--- config.mk ---
export PLATFORM = sky130hd
export DESIGN_NAME = frame_second_difference_threshold_unit_flat
export DESIGN_NICKNAME = d
export VERILOG_FILES = /design/src/fsdt_pkg.sv /design/src/fsdt_sample_if.sv /design/src/frame_second_difference_threshold_unit.sv /design/src/fsdt_frame_cell.sv /design/src/fsdt_window_cell.sv /design/src/flat_wrapper.sv
export SDC_FILE = /design/constraint.sdc
export NUM_CORES = 2
export LEC_CHECK = 0
export ABC_AREA = 0
export BUFFER_PORTS_ARGS = -buffer_cell sky130_fd_sc_hd__clkbuf_2
export CAP_MARGIN = 20
export CELL_PAD_IN_SITES_DETAIL_PLACEMENT = 1
export CELL_PAD_IN_SITES_GLOBAL_PLACEMENT = 1
export CORE_MARGIN = 2
export CORE_UTILIZATION = 39
export CTS_CLUSTER_SIZE = 16
export DETAILED_ROUTE_END_ITERATION = 6
export PLACE_DENSITY = 0.74
export SYNTH_ARGS = -nofsm -noshare
export SYNTH_HDL_FRONTEND = slang
export SYNTH_SLANG_ARGS = --single-unit
--- constraint.sdc ---
create_clock -name clk_i -period 5.9 [get_ports clk_i]
set_input_delay 1.77 -clock clk_i [delete_from_list [all_inputs] [get_ports clk_i]]
set_output_delay 1.77 -clock clk_i [all_outputs]
set_load 0.05 [all_outputs]
--- src/fsdt_pkg.sv ---
// Package for the frame second difference threshold unit.
// Holds the sizes, payload types and divider constants shared by all files.
// No dependencies.
package fsdt_pkg;

  // Frame length in samples and depth of the moving window.
  localparam int FRAME_LEN = 41;
  localparam int WINDOW    = 26;

  localparam int SAMPLE_W   = 12;
  localparam int DIFF_W     = SAMPLE_W + 1;
  localparam int DSIGNED_W  = SAMPLE_W + 2;
  localparam int FRAME_CELLS = 2 * FRAME_LEN;
  localparam int POS_W      = $clog2(FRAME_LEN);
  localparam int SUM_W      = DIFF_W + $clog2(WINDOW + 1);

  // Division by WINDOW is a multiplication by a rounded-up reciprocal.
  // The rounding error stays below WINDOW, so DIV_SHIFT = SUM_W + 6 keeps
  // the product exact for every reachable window sum.
  localparam int DIV_SHIFT = SUM_W + 6;
  localparam int MULT_W    = DIV_SHIFT + 1;
  localparam int PROD_W    = SUM_W + MULT_W;
  localparam logic [MULT_W-1:0] DIV_MULT =
    MULT_W'((2 ** DIV_SHIFT + WINDOW - 1) / WINDOW);

  localparam int NUM_SLOTS = 5;
  localparam int SLOT_W    = $clog2(NUM_SLOTS);
  localparam int THR_SUM_W = DIFF_W + 2;

  typedef logic [SAMPLE_W-1:0]  sample_t;
  typedef logic [DIFF_W-1:0]    diff_t;
  typedef logic [SUM_W-1:0]     sum_t;
  typedef logic [PROD_W-1:0]    prod_t;
  typedef logic [POS_W-1:0]     pos_t;
  typedef logic [SLOT_W-1:0]    slot_ptr_t;

endpackage

--- src/fsdt_sample_if.sv ---
// Handshake channel interfaces of the frame second difference threshold unit.
// Depends on fsdt_pkg for the payload types.
interface fsdt_sample_if;
  import fsdt_pkg::*;
  logic    valid;
  logic    ready;
  sample_t sample;
  modport source (output valid, output sample, input ready);
  modport sink (input valid, input sample, output ready);
endinterface

interface fsdt_result_if;
  import fsdt_pkg::*;
  logic  valid;
  logic  ready;
  diff_t difference;
  diff_t window_mean;
  diff_t threshold;
  logic  frame_end;
  modport source (output valid, output difference, output window_mean,
                  output threshold, output frame_end, input ready);
  modport sink (input valid, input difference, input window_mean,
                input threshold, input frame_end, output ready);
endinterface

--- src/frame_second_difference_threshold_unit.sv ---
// Top level of the frame second difference threshold unit.
// Depends on fsdt_pkg, fsdt_sample_if, fsdt_result_if, fsdt_frame_cell
// and fsdt_window_cell.
//
//   Channel  Dir  Carries                                         Handshake
//   smp_i    in   sample                                          valid/ready
//   res_o    out  difference, window_mean, threshold, frame_end   valid/ready
//
// One sample is accepted per cycle while the pipeline is not stalled; its
// result passes through the four pipeline registers (difference, window sum,
// reciprocal product, output). Each stage holds while the one after it is
// full and cannot move on, so a stall on res_o fills the pipeline before
// smp_i drops ready. Reset clears the delay line, the window, the running
// sum and the mean slots at once; the first transaction can follow immediately.
module frame_second_difference_threshold_unit (
  input  logic            clk_i,
  input  logic            rst_ni,
  fsdt_sample_if.sink     smp_i,
  fsdt_result_if.source   res_o
);
  import fsdt_pkg::*;

  // Pipeline occupancy and the ready chain. A stage can load when it is
  // empty or when its content moves on in the same cycle.
  logic v1_q, v2_q, v3_q, v4_q;
  logic take1, take2, take3, take4;
  logic smp_accept, load2, load3, load4;

  assign take4 = !v4_q || res_o.ready;
  assign take3 = !v3_q || take4;
  assign take2 = !v2_q || take3;
  assign take1 = !v1_q || take2;

  assign smp_i.ready = take1;
  assign smp_accept  = smp_i.valid && take1;
  assign load2       = v1_q && take2;
  assign load3       = v2_q && take3;
  assign load4       = v3_q && take4;

  always_ff @(posedge clk_i or negedge rst_ni) begin
    if (!rst_ni) begin
      v1_q <= 1'b0;
      v2_q <= 1'b0;
      v3_q <= 1'b0;
      v4_q <= 1'b0;
    end else begin
      if (take1) v1_q <= smp_i.valid;
      if (take2) v2_q <= v1_q;
      if (take3) v3_q <= v2_q;
      if (take4) v4_q <= v3_q;
    end
  end

  // Sample delay line. Rotating three frame stores is the same as looking
  // back one and two frames in the sample stream, so a chain of two frames
  // of cells supplies the previous and second previous samples at the
  // same position in the frame.
  sample_t frame_tap [FRAME_CELLS];

  for (genvar i = 0; i < FRAME_CELLS; i++) begin : g_frame
    if (i == 0) begin : g_head
      fsdt_frame_cell u_cell (
        .clk_i   (clk_i),
        .rst_ni  (rst_ni),
        .shift_i (smp_accept),
        .data_i  (smp_i.sample),
        .data_o  (frame_tap[i])
      );
    end else begin : g_body
      fsdt_frame_cell u_cell (
        .clk_i   (clk_i),
        .rst_ni  (rst_ni),
        .shift_i (smp_accept),
        .data_i  (frame_tap[i-1]),
        .data_o  (frame_tap[i])
      );
    end
  end

  // Position within the frame marks the last sample of each frame.
  pos_t pos_q, pos_d;
  logic frame_last;

  assign frame_last = (pos_q == POS_W'(FRAME_LEN - 1));
  assign pos_d      = frame_last ? '0 : pos_q + POS_W'(1);

  always_ff @(posedge clk_i or negedge rst_ni) begin
    if (!rst_ni) begin
      pos_q <= '0;
    end else if (smp_accept) begin
      pos_q <= pos_d;
    end
  end

  // Stage 1: second difference, current - 2*previous + second previous.
  // A negative result is folded by complement, which gives magnitude - 1.
  logic signed [DSIGNED_W-1:0] second_diff;
  diff_t diff_fold;

  assign second_diff = $signed({2'b00, smp_i.sample})
                     - $signed({1'b0, frame_tap[FRAME_LEN-1], 1'b0})
                     + $signed({2'b00, frame_tap[FRAME_CELLS-1]});
  assign diff_fold   = second_diff[DSIGNED_W-1] ? ~second_diff[DIFF_W-1:0]
                                                :  second_diff[DIFF_W-1:0];

  diff_t diff1_q;
  logic  last1_q;

  always_ff @(posedge clk_i) begin
    if (smp_accept) begin
      diff1_q <= diff_fold;
      last1_q <= frame_last;
    end
  end

  // Stage 2: moving window. The oldest value drops out of the running sum
  // as the new difference enters the head of the window chain.
  diff_t win_tap [WINDOW];

  for (genvar j = 0; j < WINDOW; j++) begin : g_window
    if (j == 0) begin : g_head
      fsdt_window_cell u_cell (
        .clk_i   (clk_i),
        .rst_ni  (rst_ni),
        .shift_i (load2),
        .data_i  (diff1_q),
        .data_o  (win_tap[j])
      );
    end else begin : g_body
      fsdt_window_cell u_cell (
        .clk_i   (clk_i),
        .rst_ni  (rst_ni),
        .shift_i (load2),
        .data_i  (win_tap[j-1]),
        .data_o  (win_tap[j])
      );
    end
  end

  sum_t win_sum_q, win_sum_d;

  assign win_sum_d = win_sum_q - SUM_W'(win_tap[WINDOW-1]) + SUM_W'(diff1_q);

  always_ff @(posedge clk_i or negedge rst_ni) begin
    if (!rst_ni) begin
      win_sum_q <= '0;
    end else if (load2) begin
      win_sum_q <= win_sum_d;
    end
  end

  sum_t  sum2_q;
  diff_t diff2_q;
  logic  last2_q;

  always_ff @(posedge clk_i) begin
    if (load2) begin
      sum2_q  <= win_sum_d;
      diff2_q <= diff1_q;
      last2_q <= last1_q;
    end
  end

  // Stage 3: the window sum times the reciprocal of the window depth.
  prod_t prod3_q, prod_d;
  diff_t diff3_q;
  logic  last3_q;

  assign prod_d = PROD_W'(sum2_q) * PROD_W'(DIV_MULT);

  always_ff @(posedge clk_i) begin
    if (load3) begin
      prod3_q <= prod_d;
      diff3_q <= diff2_q;
      last3_q <= last2_q;
    end
  end

  // Stage 4: the mean enters the slot rotation. The threshold averages
  // slots one, two, four and five after this mean is stored; slot three is
  // written but takes no part.
  diff_t     mean;
  diff_t     slot_q   [NUM_SLOTS];
  diff_t     slot_nxt [NUM_SLOTS];
  slot_ptr_t slot_ptr_q, slot_ptr_d;
  logic [THR_SUM_W-1:0] thr_sum;

  assign mean = prod3_q[DIV_SHIFT +: DIFF_W];

  always_comb begin
    for (int k = 0; k < NUM_SLOTS; k++) begin
      slot_nxt[k] = (slot_ptr_q == SLOT_W'(k)) ? mean : slot_q[k];
    end
  end

  assign slot_ptr_d = (slot_ptr_q == SLOT_W'(NUM_SLOTS - 1)) ? '0
                                                             : slot_ptr_q + SLOT_W'(1);
  assign thr_sum = THR_SUM_W'(slot_nxt[0]) + THR_SUM_W'(slot_nxt[1])
                 + THR_SUM_W'(slot_nxt[3]) + THR_SUM_W'(slot_nxt[4]);

  always_ff @(posedge clk_i or negedge rst_ni) begin
    if (!rst_ni) begin
      slot_ptr_q <= '0;
      for (int k = 0; k < NUM_SLOTS; k++) begin
        slot_q[k] <= '0;
      end
    end else if (load4) begin
      slot_ptr_q <= slot_ptr_d;
      for (int k = 0; k < NUM_SLOTS; k++) begin
        slot_q[k] <= slot_nxt[k];
      end
    end
  end

  // Output register; it holds the finished result while res_o stalls.
  diff_t diff4_q, mean4_q, thr4_q;
  logic  last4_q;

  always_ff @(posedge clk_i) begin
    if (load4) begin
      diff4_q <= diff3_q;
      mean4_q <= mean;
      thr4_q  <= thr_sum[THR_SUM_W-1:2];
      last4_q <= last3_q;
    end
  end

  assign res_o.valid       = v4_q;
  assign res_o.difference  = diff4_q;
  assign res_o.window_mean = mean4_q;
  assign res_o.threshold   = thr4_q;
  assign res_o.frame_end   = last4_q;

endmodule

--- src/fsdt_frame_cell.sv ---
// One cell of the sample delay line that spans two frames.
// Depends on fsdt_pkg for the sample type.
module fsdt_frame_cell (
  input  logic             clk_i,
  input  logic             rst_ni,
  input  logic             shift_i,
  input  fsdt_pkg::sample_t data_i,
  output fsdt_pkg::sample_t data_o
);
  import fsdt_pkg::*;

  sample_t data_q;

  // Frames that have not arrived yet read as zero samples.
  always_ff @(posedge clk_i or negedge rst_ni) begin
    if (!rst_ni) begin
      data_q <= '0;
    end else if (shift_i) begin
      data_q <= data_i;
    end
  end

  assign data_o = data_q;
endmodule

--- src/fsdt_window_cell.sv ---
// One cell of the moving window of folded differences.
// Depends on fsdt_pkg for the difference type.
module fsdt_window_cell (
  input  logic           clk_i,
  input  logic           rst_ni,
  input  logic           shift_i,
  input  fsdt_pkg::diff_t data_i,
  output fsdt_pkg::diff_t data_o
);
  import fsdt_pkg::*;

  diff_t data_q;

  always_ff @(posedge clk_i or negedge rst_ni) begin
    if (!rst_ni) begin
      data_q <= '0;
    end else if (shift_i) begin
      data_q <= data_i;
    end
  end

  assign data_o = data_q;
endmodule

--- src/flat_wrapper.sv ---
// flat-port wrapper written by rule: the top's interface ports become plain ports
module frame_second_difference_threshold_unit_flat import fsdt_pkg::*;
  (clk_i, rst_ni, smp_i_valid, smp_i_sample, smp_i_ready, res_o_valid, res_o_difference, res_o_window_mean, res_o_threshold, res_o_frame_end, res_o_ready);
  fsdt_sample_if smp_i_i ();
  fsdt_result_if res_o_i ();
  input  logic clk_i;
  input  logic rst_ni;
  input wire logic [$bits(smp_i_i.valid)-1:0] smp_i_valid;
  input wire logic [$bits(smp_i_i.sample)-1:0] smp_i_sample;
  output wire logic [$bits(smp_i_i.ready)-1:0] smp_i_ready;
  output wire logic [$bits(res_o_i.valid)-1:0] res_o_valid;
  output wire logic [$bits(res_o_i.difference)-1:0] res_o_difference;
  output wire logic [$bits(res_o_i.window_mean)-1:0] res_o_window_mean;
  output wire logic [$bits(res_o_i.threshold)-1:0] res_o_threshold;
  output wire logic [$bits(res_o_i.frame_end)-1:0] res_o_frame_end;
  input wire logic [$bits(res_o_i.ready)-1:0] res_o_ready;
  assign smp_i_i.valid = smp_i_valid;
  assign smp_i_i.sample = smp_i_sample;
  assign smp_i_ready = smp_i_i.ready;
  assign res_o_valid = res_o_i.valid;
  assign res_o_difference = res_o_i.difference;
  assign res_o_window_mean = res_o_i.window_mean;
  assign res_o_threshold = res_o_i.threshold;
  assign res_o_frame_end = res_o_i.frame_end;
  assign res_o_i.ready = res_o_ready;
  frame_second_difference_threshold_unit u_core (.clk_i(clk_i), .rst_ni(rst_ni), .smp_i(smp_i_i), .res_o(res_o_i));
endmodule
# Word-level counts from Yosys, hierarchy flattened
# Cells that the tools add are included.
# Widths: inputs -> output; s select.
# totals
in_bits,16
reg_bits,1541
rom_bits,0
mem_bits_rw,0
out_inout_bits,42
elab_cells,166
n_memories,0
latchBits,0
# op_classes
mux,7
bitwise_logic,1
multipliers,1
div,0
n_reduce_logical,13
n_eq_ne,4
add_sub_neg,9
magnitude_cmp,0
shift,0
# ops
operator,count
$mux 13,5
$mul 18x19->36 const B,1
$add 15x13->15,2
$add 18x13->18,1
$sub 18x13->18,1
$add 13x13->14,1
$add 14x13->14,1
$sub 12x13->14,1
$not 13->13,1
$add 6x1->6 const B,1
$eq 6x6->1 const B,1
$mux 6,1
$logic_and 1x1->1,4
$logic_not 1->1,4
$logic_or 1x1->1,4
$add 3x1->3 const B,1
$eq 3x1->1 const B,1
$eq 3x2->1 const B,1
$eq 3x3->1 const B,1
$logic_not 3->1,1
$mux 3,1

# Logic depth before layout (Yosys ltp)
# depth
word_depth,6
depth_mapped,22
mapped_depth_nobuf,22

# Cells and area by module
# From an unflattened synthesis, not the netlist that was laid out.
# unflattened
hier_cells,4288
area_unflattened_um2,69744.4
# modules_own_cells
mod,n_inst,cells_each,seq_area_each_um2,area_per_inst_um2
fsdt_frame_cell,82,25,300.3,484.2
frame_second_difference_threshold_unit,1,1536,5470.2,16505.8
fsdt_window_cell,26,27,325.3,520.5

# Least setup slack after synthesis
# OpenSTA, ideal clock, no wires.
# synth_timing
path_kind,register to register
start,register u_core.sum2_q[15]
end,register u_core.prod3_q[35] (data pin)
arrival_ns,5.177
n_path_buf,0
path_stages_with_launch,18
setup_slack_ns,0.460
required_time_ns,5.638
synth_period_minus_slack_ns,5.440
setup_ns,0.262
cell_sequence,edfxtp_1 fa_1 inv_1 fa_1 fa_1 fa_1 inv_1 fa_1 inv_1 fa_1 inv_1 ha_1 a21o_1 nor3_1 a31oi_2 a21oi_1 o21bai_1 xor2_1
# synth_via
elab_chain_cells,1
# synth_lines
item,line_no,text
"start, declared",frame_second_difference_threshold_unit.sv:152,sum_t sum2_q;
"start signal, assigned",frame_second_difference_threshold_unit.sv:158,sum2_q <= win_sum_d;
$mul 18x19->36,frame_second_difference_threshold_unit.sv:169,assign prod_d = PROD_W'(sum2_q) * PROD_W'(DIV_MULT);
named net u_core.prod_d[35],frame_second_difference_threshold_unit.sv:165,"prod_t prod3_q, prod_d;"
"end signal, assigned",frame_second_difference_threshold_unit.sv:173,prod3_q <= prod_d;
"end, declared",frame_second_difference_threshold_unit.sv:165,
# The timed path passes the listed nets, and every way through them passes these cells.
# A chain may end at the register's enable or synchronous reset.

# Worst setup path after layout
# layout_timing
start,register u_core.sum2_q[13]
end,register u_core.prod3_q[36] (data pin)
# The elaborated chain is that of the path after synthesis.

==> impl_metrics.ini <==
[die]
num_rows = 150
core_area_sq_um = 167000
die_h_microns = 414
die_x_microns = 414
dieArea_sq_um = 171000
initial_core_util = 0.392
ios = 58

[sta]
timing.final.max_slew_violations = 0
worstMarginPinSlew_ps = 1240
fin_crit_sh = 0.968
finalClockSkew_ps = 26.6
hold_violations = 0
layout_min_cycle_time_ps = 5710
fmax_mhz = 175
slew_headroom = 0.174
setup_viol = 0

[global_routing]
grt_max_degree = 248
grt_pass1_wl_microns = 245000
grt_pass1_vias = 48654
antenna_found_initial = 0
grt_use_total = 0.173
grt_overflow = 0

[cts]
cts_tree = yes
htree_num_levels = 4
cts_setup_buffers = 0
clockBufferDepth = 3
cts.sinks = 1518
clock-root-buffer = clkbuf_16
cts_made_buffers = 165
clk_latency_ps = 800
clk_pin_slew_ps = 60

[synth]
synth_area_sq_um = 65400
syn-instance-count = 7101
syn_area_per_cell_sq_um = 9.22
synthesis.nets = 7480
synth.distinct_cells = 64
synth_edf_count = 113
ys.flop_type = dfrtp_1
ys_warn_count = 0
async_reset_ff_frac = 0.926
synth_seq_cells = 1518
ys_seq_area_frac = 0.589

[flow_run]
drv_cap = 0

[detailed_routing]
route.detailed.drc = 0
wl_microns = 144000
dr.first_iter.drc_count = 2857
final_antenna_net_count = 0
dr.pass1.iters = 5
routed_via_density = 4.75
vias = 44779
wl_per_cell_microns = 15.2

[placement]
dp_hpwl_microns = 89900
placement.cell_area_sq_um = 68300
place_congestion = 0.800
port_buffers = 57

[setup_path]
rrSetupSlack_ps = 190
r2r-end = u_core.prod3_q[36]$_DFFE_PP_
critical_path_arrival_ps = 6230
max_stage_delay_ps = 560
worstPathCellList = fa_1, ha_1, inv_1, fa_1, inv_1, fa_1, fa_1, inv_1, fa_1, inv_1, ha_1, and3_1, nor2b_2, or3_1, nand3_1, a31oi_4, a21oi_1, buf_4, a21oi_1, xnor2_1
cp_max_fo = 4
rr_startpoint = u_core.sum2_q[13]$_DFFE_PP_
required_ps = 6420
crit_top_cell = fa_1
startpoint_type = register
end_kind = register
slowest_stage = fa_1
crit_type = register to register
reg2reg_depth = 20

[min_path]
min-delay-start = u_core.diff3_q[9]$_DFFE_PP_
hold_path.class = register to register
min_to = u_core.res_o.difference[9]$_DFFE_PP_
hold_depth = 0

[layout]
nNetsFinal = 7470
post_route_cells_drive_above_1_share = 0.0653
area_growth_pct = 13.1
diodes = 0
postLayoutCellArea_sq_um = 74000
fill_cells = 18970
final_cell_mix = nand2_1 (4,053), dfrtp_1 (1,405), inv_1 (341), ha_1 (214), clkbuf_16 (169)
final_common_cell = nand2_1

[outcome]
status = finished, final reports clean
==> cells by family after synthesis <==
group                    after synthesis  share of synthesized area
buffers and inverters                659                     0.0384
AO/OA/AOI/OAI                        249                     0.0230
adder cells (fa/ha/maj)              363                     0.0865
AND/OR/NAND/NOR                     4175                      0.243
flip-flops                          1518                      0.589
XOR/XNOR                              75                     0.0100
multiplexers                          62                     0.0103
==> area by class of cell <==
| class | count | area [sq um] | share of cell area |
|---|---|---|---|
| inverters | 344 | 1310 | 0.0177 |
| multi-input cells | 4924 | 24400 | 0.330 |
| flip-flops and latches | 1518 | 38600 | 0.521 |
| well taps | 2204 | 2760 | 0.0373 |
| clock buffers | 248 | 4960 | 0.0670 |
| repair buffers | 138 | 1310 | 0.0177 |
| clock inverters | 56 | 684 | 0.00925 |
==> worst max-delay path: cells and delay by family (launching register included) <==
family / cells / cell delay [ps]
simple gates: 4 / 880
flops: 1 / 480
fa+ha+maj: 7 / 3220
xor+xnor: 1 / 140
buf+inv: 5 / 350
compound gates: 3 / 380
==> state kept, by name, summed over array words and instances (netlist names), 6 cells and up <==
name	count
u_core.g_frame.g_body.u_cell.data_o	972
u_core.g_window.g_body.u_cell.data_o	325
u_core.slot_q	52
u_core.sum2_q	18
u_core.win_sum_q	18
u_core.diff1_q	13
u_core.diff2_q	13
u_core.diff3_q	13
u_core.g_window.g_head.u_cell.data_o	13
u_core.prod3_q	13
u_core.res_o.difference	13
u_core.res_o.threshold	13
u_core.res_o.window_mean	13
u_core.g_frame.g_head.u_cell.data_o	12
u_core.pos_q	6
==> cell usage after synthesis, types with 8 or more instances <==
cell type	count	area [sq um]
buf_1	33	124
fa_1	149	2980
dfrtp_1	1405	35200
ha_1	214	2680
xor2_1	26	228
a211oi_1	10	75.1
clkbuf_1	253	950
nor2b_1	13	81.3
nand3_1	14	70.1
nand2b_1	12	75.1
a21o_1	20	150
o21bai_1	8	60.1
inv_1	342	1280
edfxtp_1	113	3390
nor3_1	10	50.1
buf_2	28	140
mux2i_1	23	230
nand2_1	4056	15200
nor2_1	34	128
mux2_2	38	428
o21ai_0	102	510
xnor2_1	49	429
o21a_1	13	97.6
a21oi_1	58	290
==> what timing repair did <==
action	in CTS	in global routing
hold buffers	0	0
endpoints found under the setup margin	0	6
gates resized for setup	0	7
==> metal layers <==
metal,wire (microns),track usage
met1,67000,0.232
met5,0,0
met4,3290,0.0494
met3,4100,0.0300
met2,69300,0.289
==> stage by stage <==
step	utilization	cells	setup slack (ps)	TNS (ps)	hold slack, ps
finish	0.443	9432	191	0	417
detailed placement	0.409	9127	108	0	405
global placement	0.409	9127	201	0	404
CTS	0.443	9431	78.3	0	419
floorplan	-	7101	460	0	400
global route	0.443	9432	-13.8	-19.7	421
==> how the worst max path moves through the flow <==
stage          cells after the start                            to  slack (ps)                   startpoint
2_1_floorplan                     17  u_core.prod3_q[35]$_DFFE_PP_         460  u_core.sum2_q[15]$_DFFE_PP_
6_report                          20  u_core.prod3_q[36]$_DFFE_PP_         190  u_core.sum2_q[13]$_DFFE_PP_
4_1_cts                           18  u_core.prod3_q[32]$_DFFE_PP_          80  u_core.sum2_q[13]$_DFFE_PP_
3_5_place_dp                      18  u_core.prod3_q[32]$_DFFE_PP_         110  u_core.sum2_q[13]$_DFFE_PP_
5_1_grt                           21  u_core.prod3_q[36]$_DFFE_PP_         -10  u_core.sum2_q[15]$_DFFE_PP_
3_3_place_gp                      18  u_core.prod3_q[32]$_DFFE_PP_         200  u_core.sum2_q[13]$_DFFE_PP_
Power is left out: the tool's default activity adds up to more than one toggle a clock period on the data nets, which glitch-free logic cannot reach.
